==> config.mk <==
export PLATFORM = sky130hd
export DESIGN_NAME = bubble_sort_buffer
export DESIGN_NICKNAME = d
export VERILOG_FILES = /design/src/bsb_pkg.sv /design/src/bubble_sort_buffer.sv /design/src/bsb_ram.sv /design/src/bsb_cmp.sv /design/src/bsb_seq.sv
export SDC_FILE = /design/constraint.sdc
export NUM_CORES = 2
export LEC_CHECK = 0
export BUFFER_PORTS_ARGS = -buffer_cell sky130_fd_sc_hd__buf_4
export CORE_MARGIN = 1
export CORE_UTILIZATION = 30
export CTS_BUF_LIST = sky130_fd_sc_hd__clkbuf_8 sky130_fd_sc_hd__clkbuf_16
export DETAILED_ROUTE_END_ITERATION = 8
export GPL_ROUTABILITY_DRIVEN = 0
export SETUP_SLACK_MARGIN = 0.02
export SLEW_MARGIN = 20
export SYNTH_ARGS = -nofsm -noshare
export SYNTH_HDL_FRONTEND = slang
export SYNTH_SLANG_ARGS = --single-unit
export TNS_END_PERCENT = 30
==> constraint.sdc <==
create_clock -name clk -period 9.75 [get_ports clk]
set_clock_uncertainty 0.2 [all_clocks]
set_input_delay 1.4625 -clock clk [delete_from_list [all_inputs] [get_ports clk]]
set_output_delay 1.4625 -clock clk [all_outputs]
set_load 0.05 [all_outputs]
==> src/bsb_pkg.sv <==
// ----------------------------------------------------------------------------
// bsb_pkg
// Shared types and constants for the bubble sort buffer.
// ----------------------------------------------------------------------------
package bsb_pkg;

  // Width of one stored element
  localparam int unsigned WORD_W = 32;

  // Sequencer states
  typedef enum logic [2:0] {
    S_FILL,       // collecting beats
    S_START,      // read entry 0 at the head of the first pass
    S_LOAD,       // load the carried element, read entry 1
    S_STEP,       // one compare and write back per cycle
    S_FLUSH,      // write the carried element at the end of the pass
    S_OUT_START,  // read entry 0 for the output sweep
    S_OUT         // present sorted beats
  } bsb_state_t;

  // Datapath controls from the sequencer
  typedef struct packed {
    logic fill_wr;     // write the incoming value
    logic load_carry;  // carry <= read data
    logic step;        // compare carry with read data, write the smaller
    logic flush;       // write carry
  } bsb_ctl_t;

endpackage

==> src/bubble_sort_buffer.sv <==
// ----------------------------------------------------------------------------
// bubble_sort_buffer
// Collects a set of signed words, sorts them ascending, emits them in order.
// ----------------------------------------------------------------------------
// Input channel (in_valid / in_stall): one signed 32-bit value per beat;
//   in_last_in ends the set. Up to MAX_ELEMENTS values are kept; later
//   values of the set are dropped and the set's results carry out_overflow.
// Output channel (out_valid / out_stall): the stored values in ascending
//   order, one per beat, out_last_out on the final one.
// Between the closing beat and the first result the block runs a bubble
//   sort through one compare unit and one RAM port pair: a pass over entries
//   0..e carries the largest of them up to entry e, each pass one entry
//   shorter, with a start step before the sort and one before the output
//   sweep. Then results follow at one per cycle while the receiver takes
//   them. A single-value set skips the sort.
// in_stall is high from the closing beat until the last result is taken.
// A stalled result holds its payload; sorting never overlaps output.
// Reset empties the buffer and clears the overflow flag; no RAM clearing
//   pass is needed.
// ----------------------------------------------------------------------------
module bubble_sort_buffer
  import bsb_pkg::*;
#(
  parameter int unsigned MAX_ELEMENTS = 64
) (
  input  logic                     clk,
  input  logic                     rst_n,
  input  logic                     in_valid,
  output logic                     in_stall,
  input  logic signed [WORD_W-1:0] in_value_in,
  input  logic                     in_last_in,
  output logic                     out_valid,
  input  logic                     out_stall,
  output logic signed [WORD_W-1:0] out_value_out,
  output logic                     out_last_out,
  output logic                     out_overflow
);

  localparam int unsigned AW = $clog2(MAX_ELEMENTS);

  bsb_ctl_t                  ctl;
  logic                      mem_we;
  logic [AW-1:0]             mem_waddr;
  logic [WORD_W-1:0]         mem_wdata;
  logic                      mem_re;
  logic [AW-1:0]             mem_raddr;
  logic [WORD_W-1:0]         mem_rdata;
  logic signed [WORD_W-1:0]  carry_r, carry_nxt;
  logic signed [WORD_W-1:0]  cmp_lo;
  logic signed [WORD_W-1:0]  cmp_hi;

  bsb_seq #(
    .MAX_ELEMENTS (MAX_ELEMENTS)
  ) u_seq (
    .clk          (clk),
    .rst_n        (rst_n),
    .in_valid     (in_valid),
    .in_stall     (in_stall),
    .in_last_in   (in_last_in),
    .out_valid    (out_valid),
    .out_stall    (out_stall),
    .out_last_out (out_last_out),
    .out_overflow (out_overflow),
    .ctl          (ctl),
    .mem_we       (mem_we),
    .mem_waddr    (mem_waddr),
    .mem_re       (mem_re),
    .mem_raddr    (mem_raddr)
  );

  bsb_ram #(
    .WIDTH (WORD_W),
    .DEPTH (MAX_ELEMENTS)
  ) u_ram (
    .clk   (clk),
    .we    (mem_we),
    .waddr (mem_waddr),
    .wdata (mem_wdata),
    .re    (mem_re),
    .raddr (mem_raddr),
    .rdata (mem_rdata)
  );

  bsb_cmp u_cmp (
    .carry (carry_r),
    .next  (mem_rdata),
    .lo    (cmp_lo),
    .hi    (cmp_hi)
  );

  // RAM write data select
  always_comb begin
    if (ctl.fill_wr) begin
      mem_wdata = in_value_in;
    end else if (ctl.flush) begin
      mem_wdata = carry_r;
    end else begin
      mem_wdata = cmp_lo;
    end
  end

  // Carried element of the running pass
  always_comb begin
    carry_nxt = carry_r;
    if (ctl.load_carry) begin
      carry_nxt = mem_rdata;
    end else if (ctl.step) begin
      carry_nxt = cmp_hi;
    end
  end

  always_ff @(posedge clk) begin
    carry_r <= carry_nxt;
  end

  assign out_value_out = mem_rdata;

endmodule

==> src/bsb_ram.sv <==
// ----------------------------------------------------------------------------
// bsb_ram
// Generic simple dual-port RAM: one write port, one read port, registered read.
// ----------------------------------------------------------------------------
module bsb_ram #(
  parameter int unsigned WIDTH = 32,
  parameter int unsigned DEPTH = 64
) (
  input  logic                     clk,
  input  logic                     we,
  input  logic [$clog2(DEPTH)-1:0] waddr,
  input  logic [WIDTH-1:0]         wdata,
  input  logic                     re,
  input  logic [$clog2(DEPTH)-1:0] raddr,
  output logic [WIDTH-1:0]         rdata
);

  logic [WIDTH-1:0] mem_r [DEPTH];
  logic [WIDTH-1:0] rdata_r;

  // Write port
  always_ff @(posedge clk) begin
    if (we) begin
      mem_r[waddr] <= wdata;
    end
  end

  // Registered read, held while re is low
  always_ff @(posedge clk) begin
    if (re) begin
      rdata_r <= mem_r[raddr];
    end
  end

  assign rdata = rdata_r;

endmodule

==> src/bsb_cmp.sv <==
// ----------------------------------------------------------------------------
// bsb_cmp
// Shared compare unit: orders two signed words, swapping only on strict
// greater-than.
// ----------------------------------------------------------------------------
module bsb_cmp
  import bsb_pkg::*;
(
  input  logic signed [WORD_W-1:0] carry,
  input  logic signed [WORD_W-1:0] next,
  output logic signed [WORD_W-1:0] lo,
  output logic signed [WORD_W-1:0] hi
);

  logic gt;

  // Equal values keep their order
  assign gt = carry > next;
  assign lo = gt ? next  : carry;
  assign hi = gt ? carry : next;

endmodule

==> src/bsb_seq.sv <==
// ----------------------------------------------------------------------------
// bsb_seq
// Sequencer: fill count, pass and index counters, RAM addressing and the
// handshakes of both channels.
// ----------------------------------------------------------------------------
module bsb_seq
  import bsb_pkg::*;
#(
  parameter int unsigned MAX_ELEMENTS = 64
) (
  input  logic                            clk,
  input  logic                            rst_n,
  input  logic                            in_valid,
  output logic                            in_stall,
  input  logic                            in_last_in,
  output logic                            out_valid,
  input  logic                            out_stall,
  output logic                            out_last_out,
  output logic                            out_overflow,
  output bsb_ctl_t                        ctl,
  output logic                            mem_we,
  output logic [$clog2(MAX_ELEMENTS)-1:0] mem_waddr,
  output logic                            mem_re,
  output logic [$clog2(MAX_ELEMENTS)-1:0] mem_raddr
);

  localparam int unsigned AW = $clog2(MAX_ELEMENTS);
  localparam int unsigned CW = $clog2(MAX_ELEMENTS + 1);
  localparam logic [CW-1:0] CAP = CW'(MAX_ELEMENTS);

  bsb_state_t    state_r, state_nxt;
  logic [CW-1:0] count_r, count_nxt;
  logic          ovf_r, ovf_nxt;
  logic [AW-1:0] end_r, end_nxt;
  logic [AW-1:0] j_r, j_nxt;
  logic [AW-1:0] k_r, k_nxt;
  logic          out_valid_r, out_valid_nxt;

  logic          in_acc;
  logic          out_acc;
  logic          room;
  logic [CW-1:0] count_inc;
  logic [CW-1:0] last_idx;

  assign in_acc    = in_valid && (state_r == S_FILL);
  assign out_acc   = out_valid_r && !out_stall;
  assign room      = count_r < CAP;
  assign count_inc = count_r + CW'(room);
  assign last_idx  = count_r - 1'b1;

  assign in_stall     = (state_r != S_FILL);
  assign out_valid    = out_valid_r;
  assign out_last_out = (k_r == last_idx[AW-1:0]);
  assign out_overflow = ovf_r;

  // State and counter registers
  always_ff @(posedge clk) begin
    if (!rst_n) begin
      state_r     <= S_FILL;
      count_r     <= '0;
      ovf_r       <= 1'b0;
      end_r       <= '0;
      j_r         <= '0;
      k_r         <= '0;
      out_valid_r <= 1'b0;
    end else begin
      state_r     <= state_nxt;
      count_r     <= count_nxt;
      ovf_r       <= ovf_nxt;
      end_r       <= end_nxt;
      j_r         <= j_nxt;
      k_r         <= k_nxt;
      out_valid_r <= out_valid_nxt;
    end
  end

  // Next state, counters and RAM controls
  always_comb begin
    state_nxt     = state_r;
    count_nxt     = count_r;
    ovf_nxt       = ovf_r;
    end_nxt       = end_r;
    j_nxt         = j_r;
    k_nxt         = k_r;
    out_valid_nxt = out_valid_r;
    ctl           = '0;
    mem_we        = 1'b0;
    mem_waddr     = '0;
    mem_re        = 1'b0;
    mem_raddr     = '0;

    unique case (state_r)
      S_FILL: begin
        if (in_acc) begin
          // store while there is room, otherwise drop and flag
          ctl.fill_wr = room;
          mem_we      = room;
          mem_waddr   = count_r[AW-1:0];
          count_nxt   = count_inc;
          if (!room) begin
            ovf_nxt = 1'b1;
          end
          if (in_last_in) begin
            end_nxt = AW'(count_inc - 1'b1);
            if (count_inc == CW'(1)) begin
              state_nxt = S_OUT_START;
            end else begin
              state_nxt = S_START;
            end
          end
        end
      end

      S_START: begin
        mem_re    = 1'b1;
        mem_raddr = '0;
        state_nxt = S_LOAD;
      end

      S_LOAD: begin
        ctl.load_carry = 1'b1;
        mem_re         = 1'b1;
        mem_raddr      = AW'(1);
        j_nxt          = AW'(1);
        state_nxt      = S_STEP;
      end

      S_STEP: begin
        // smaller of carry and entry j goes to j-1, larger is carried on
        ctl.step  = 1'b1;
        mem_we    = 1'b1;
        mem_waddr = j_r - 1'b1;
        if (j_r == end_r) begin
          state_nxt = S_FLUSH;
        end else begin
          mem_re    = 1'b1;
          mem_raddr = j_r + 1'b1;
          j_nxt     = j_r + 1'b1;
        end
      end

      S_FLUSH: begin
        ctl.flush = 1'b1;
        mem_we    = 1'b1;
        mem_waddr = end_r;
        if (end_r == AW'(1)) begin
          state_nxt = S_OUT_START;
        end else begin
          // next pass is one shorter; fetch entry 0 now
          end_nxt   = end_r - 1'b1;
          mem_re    = 1'b1;
          mem_raddr = '0;
          state_nxt = S_LOAD;
        end
      end

      S_OUT_START: begin
        mem_re        = 1'b1;
        mem_raddr     = '0;
        k_nxt         = '0;
        out_valid_nxt = 1'b1;
        state_nxt     = S_OUT;
      end

      S_OUT: begin
        // read data is the payload; next read only after the beat goes
        if (out_acc) begin
          if (out_last_out) begin
            out_valid_nxt = 1'b0;
            count_nxt     = '0;
            ovf_nxt       = 1'b0;
            state_nxt     = S_FILL;
          end else begin
            mem_re    = 1'b1;
            mem_raddr = k_r + 1'b1;
            k_nxt     = k_r + 1'b1;
          end
        end
      end

      default: begin
        state_nxt = S_FILL;
      end
    endcase
  end

endmodule

After elaboration in Yosys (flattened, before gate mapping)
Memory sizes are Yosys's and may differ from the RTL's. A register that Yosys moved wholly into a read port is not among the register bits.
Cells that the tools add are included.

word-level totals
  flip-flop bits (word level) = 62
  bits of input ports = 37
  memories = 1
  bits in writable memories = 2048
  word-level logic and storage cells = 110

memories
  name         words  width  read ports  clocked after Yosys merged registers in  write ports  RTL line       text
  u_ram.mem_r  64     32     1           1                                        1            bsb_ram.sv:18  logic [WIDTH-1:0] mem_r [DEPTH];

operators by class
  order comparisons = 2
  muxes and demuxes = 52
  reduce and logical (&&, ||, !) cells = 20
  add/sub/neg operators = 7
  equality and inequality tests = 20

operator list
  kind                                                   count
  two-way mux 32 bit                                     6
  two-way mux 6 bit                                      10
  case mux 6 bit (2 select lines)                        3
  case mux 6 bit (3 select lines)                        2
  > comparator 32 bit                                    1
  subtractor 6 x 1 -> 6 bit, second input constant       4
  two-way mux 3 bit                                      7
  two-way mux 7 bit                                      3
  case mux 3 bit (7 select lines)                        1
  two-way mux 1 bit                                      15
  inequality test 2 bit, second input constant           7
  case mux 7 bit (2 select lines)                        1
  adder 6 x 1 -> 6 bit, second input constant            2
  == test 6 bit                                          2
  AND reduction 5 bit                                    2
  nonzero test 2 bit                                     5
  == test 3 bit, second input constant                   3
  AND reduction 4 bit                                    2
  adder 7 x 1 -> 7 bit                                   1
  == test 7 x 1 -> 1 bit, second input constant          1
  < comparator 7 bit, second input constant              1
  == test 3 x 2 -> 1 bit, second input constant          2
  == test 6 x 1 -> 1 bit, second input constant          1
  inequality test 2 x 1 -> 1 bit, second input constant  3
  other kinds (11)                                       16

Depth between registers and ports, before layout
  word-level depth = 7
  depth in mapped cells = 17
  gate-level depth less buffers = 12

Modules after synthesis
From an unflattened synthesis, not the netlist that was laid out.

unflattened totals
  cells, all modules = 4479
  area, all modules = 87672.8 sq um

modules (own cells, without submodules)
  module              area each (sq um)  instances  sequential area each (sq um)  cells each
  bsb_ram             78835.6            1          62459.9                       3324
  bsb_cmp             4260.3             1          0.0                           665
  bsb_seq             2362.3             1          600.6                         314
  bubble_sort_buffer  2214.6             1          960.9                         176

Worst setup path after synthesis
No wires, ideal clock.

  kind = register -> register
  start point = reg u_ram.rdata_r[9], in the netlist u_ram.rdata[9] (read register of u_ram.mem_r)
  end point = mem u_ram.mem_r[0][10], data pin
  data arrival time = 4679 ps
  stages on the path, launching flop included = 15
  path buffers = 2
  slack = 4323 ps
  cell sequence = edfxtp_1 > inv_1 > ha_1 > a21o_1 > a21o_1 > a21o_1 > a21o_1 > a21o_1 > a21oi_1 > o41a_1 > and4_1 > clkbuf_1 > buf_1 > o31ai_1 > a21oi_1

between the ends
  cells in the longest elaborated chain, start to end = 4

RTL lines
  what                 RTL line                  text
  start, declared      bsb_ram.sv:19             logic [WIDTH-1:0] rdata_r;
  > comparator 32 bit  bsb_cmp.sv:18             assign gt = carry > next;
  two-way mux 32 bit   bsb_cmp.sv:19             assign lo = gt ? next : carry;
  two-way mux 32 bit   bubble_sort_buffer.sv:95  end else if (ctl.flush) begin
  two-way mux 32 bit   bubble_sort_buffer.sv:93  if (ctl.fill_wr) begin
  via mem_wdata[10]    bubble_sort_buffer.sv:44  logic [WORD_W-1:0] mem_wdata;
  end, declared        bsb_ram.sv:18

The timed path passes the listed nets, and every way through them passes these cells.

Worst setup path after layout
  start point = reg u_seq.state_r[0]
  end point = reg u_ram.rdata_r[25], in the netlist u_ram.rdata[25] (read register of u_ram.mem_r), data pin

between the ends
  cells in the longest elaborated chain, start to end = 3
  elaborated cells between the ends (all ways) = 9
  those cells by class = 6 x eq/ne; 2 x mux; 1 x reduce/logical

RTL lines
  what                                                  RTL line       text
  start, declared                                       bsb_seq.sv:31  bsb_state_t state_r, state_nxt;
  start signal, assigned                                bsb_seq.sv:67  state_r <= state_nxt;
  == test 3 x 1 -> 1 bit, or another cell as far along  bsb_seq.sv:92  unique case (state_r)
  OR reduction 3 bit (no source line)                   --
  case mux 1 bit (4 select lines)                       bsb_seq.sv:92

Parallel ways exist; a longest one is shown, timed or not.
A chain may end at the register's enable or synchronous reset.

==> results.md <==
- CP peak stage delay: approximately 0.86 ns
- Internal Power: between 20000 and 25000 µW
- Met3 Use GR: 0.0365
- Clk slew on worst S/H paths: about 0.07 ns
- Period utilization: 0.585
- Pins Over Slew Limit: 0
- Worst path required time: 10.13 ns
- Die Height: around 540 µm
- IO Pins: 73
- Final Power: about 33000 µW
- WP data arrival: 6.09 ns
- Outcome: finished, final reports clean
- Most numerous cell in the Yosys netlist: edfxtp_1
- Syn Area/Cell: between 10 and 15 µm²
- Logic gate share of total power: 0.329
- Flop pwr share: 0.439
- Syn_nets: between 6000 and 7000
- Async SR Flop Fraction: 0
- CTS tree: yes
- PwrDens: approximately 330 nW/µm²
- DR WL/cell: roughly 26 µm
- Relative slew slack: 0.171
- Ys flop type: edfxtp_1
- Number of buffers inserted by post-CTS setup repair: 0
- Critical Path Fanout Max: 72
- H-tree depth: 4
- Post-synth EDFFs: approximately 2100
- R2r setup slk: between 4 and 5 ns
- RSZ-0062 raised after global routing: false
- Total Negative Setup Slacks: 0 ns
- Core Rows: 197
- Final WL: 268 mm
- Worst-path cell chain: and3b_1 -> and2_4 -> nor2b_1 -> a211oi_4 -> buf_8 -> buf_4 -> buf_4 -> mux2i_1 -> a221oi_1 -> nor3_1 -> a21oi_1 -> or4_1
- Switching share of total power: 0.373
- Top cells by area, synth: edfxtp_1 73%, nand2_1 6.7%, mux2i_1 3.6%, nand3_1 3.0%, a21oi_1 1.1%
- Register area share after synthesis: 0.735
- Commonest cells post-synth: 2112 x edfxtp_1, 1544 x nand2_1, 530 x nand3_1, 316 x mux2i_1, 193 x a21oi_1
- Hold Slack: between 0.3 and 0.4 ns
- First-pass GRT wire length: 382 mm
- Synth warnings: 0
- Startpoint Class: register
- Distinct cells, synth: 73
- Max VDD drop: approximately 0.57 mV
- Post-DP HPWL: about 140 mm
- Die Span X: between 500 and 600 µm
- Gr busiest metal: met2
- Vias in the first global route: approximately 53000
- Die ar.: between 200000 and 300000 µm²
- CTS Buffer Depth: 3
- Worst hold path type: register to register
- Met1 GRT Util: 0.239
- PortBufs: just over 70
- DRT iter0 DRCs: 7554
- Clock Power Share: 0.232
- MaxCap Viol Count: 0
- Slack of the critical path: between 4 and 5 ns
- Residual DRC count: 0
- Pre-CTS WS: 3.52 ns
- Share of cells above drive strength 1: 0.0983
- Fmax: around 180 MHz
- Synthesized instance count: 6373
- Initial antenna violation count: 22
- CTS buffer count: 202
- Area share of the largest cell type after synthesis: 0.728
- Yosys reg bits: ~2100
- P_sw: 12200 µW
- Critical-path top delay cell: buf_4
- Initial core utilization: 0.302
- CP Capture Type: register
- Vias after detailed routing: approximately 56000
- Dominant cell type by area after synthesis: edfxtp_1
- Remaining antenna violation count: 0
- CP dominant cell by count: buf_4
- Crit path time final: roughly 5.7 ns
- CP Class: register to register
- Post-CTS Hold Buffers: 0
- Drt pass-1 iters: 8
- Congestion Overflow GR: 0
- NumNets Final: between 6000 and 7000
- Root buffer cell: clkbuf_16
- Worst skew pair latency: 0.87 ns
- GR Util All Layers: 0.179
- Largest net degree at the start of global routing: about 190
- Avg Vias per Cell: about 5.4
- Core ar.: between 200000 and 300000 µm²
- Clock tree sinks: roughly 2100
- Post-layout util: 0.344
- Post-cts resize count: 0
- Final Hold Fails: 0
- Final setup fails: 0
- Leak pwr: 0.0334 µW
- Met2 Use GR: 0.280
- Synthesized cell area: a little under 90000 µm²
- Worst-Margin Slew: about 1.2 ns
- Area growth syn-to-layout: 13.8%
worst max-delay path: cells and delay by family, from the launching register on:
kind	cells	cell delay, ns
muxes	1	0.27
AOI/OAI and AO/OA	3	0.95
DFF	1	0.69
buffers and inverters	3	1.73
and+or+nand+nor	5	1.47
kinds of logic (layout without fill, tap and decap cells):
kind of cell,Yosys count,in the layout,share of synthesized area
compound gates,809,809,0.0655
xor+xnor,33,33,0.00349
fa+ha+maj,42,42,0.00604
buf+inv,473,651,0.0261
flops,2142,2142,0.735
mux,316,316,0.0363
other cells,0,23,0
simple gates,2558,2558,0.127
area by class of cell:
type | count | area, µm²
fill | 27500 | 189000
sequential | 2142 | 64000
multi-input combinational | 3758 | 21800
clock buffer | 207 | 5180
tap | 3781 | 4730
timing repair buffer | 234 | 1980
clock inverter | 163 | 1160
inverter | 47 | 176
antenna | 23 | 57.6
state kept, by name, indices dropped and copies added, names as in the netlist, 3 cells and up:
| name | count |
|---|---|
| u_ram.rdata | 32 |
| u_seq.k_r | 6 |
| u_ram.mem_r | 2048 |
| u_seq.end_r | 6 |
| carry_r | 32 |
| u_seq.count_r | 7 |
| u_seq.state_r | 3 |
| u_seq.j_r | 6 |
layout by cell type (no fill, tap or decap), drive strengths merged, types with 28 or more instances in the layout:
cell type  synthesis  routed
buf              265     234
nor2             168     168
nand4             94      94
dfxtp             30      30
a32oi             56      56
a21oi            195     195
clkbuf           161     207
nand2           1545    1545
inv               47     101
o31ai             35      35
or4               28      28
and3              87      87
edfxtp          2112    2112
a22oi             40      40
nand3            530     530
a31oi            150     150
ha                42      42
a41oi             32      32
mux2i            316     316
nor3              36      36
o21ai             77      77
o211a             29      29
a221o             28      28
a221oi            32      32
clkinv             0      90
o2111ai           69      69
final timing paths:
| path | cells after the start | startpoint | endpoint |
|---|---|---|---|
| max | 12 | u_seq.state_r[0] | u_ram.rdata[25] |
| min | 2 | u_seq.out_valid | u_seq.out_valid |
| max reg2reg | 12 | u_seq.state_r[0] | u_ram.rdata[25] |
| min reg2reg | 2 | u_seq.out_valid | u_seq.out_valid |
power groups by stage:
stage | combinational (µW) | clock (µW) | sequential [µW]
2_1_floorplan | 5680 | 0 | 14800
3_3_place_gp | 10300 | 0 | 14500
3_5_place_dp | 10600 | 0 | 14500
4_1_cts | 10700 | 7690 | 14300
5_1_grt | 11400 | 8030 | 14400
6_report | 10800 | 7610 | 14400
per-layer routing:
metal  vias to the layer above  part of all wire
li1                      24000                 -
met3                       485              0.11
met4                        12             0.044
met5                         -           0.00028
met2                      3163              0.45
met1                     28200              0.40
through the flow:
stage,area (µm²),cells
after floorplan,87100,6373
after global placement,92600,9959
after detailed placement,92700,9961
after CTS,99000,10300
after global routing,99100,10300
final,99100,10400
(Power assumes the default switching activity.)
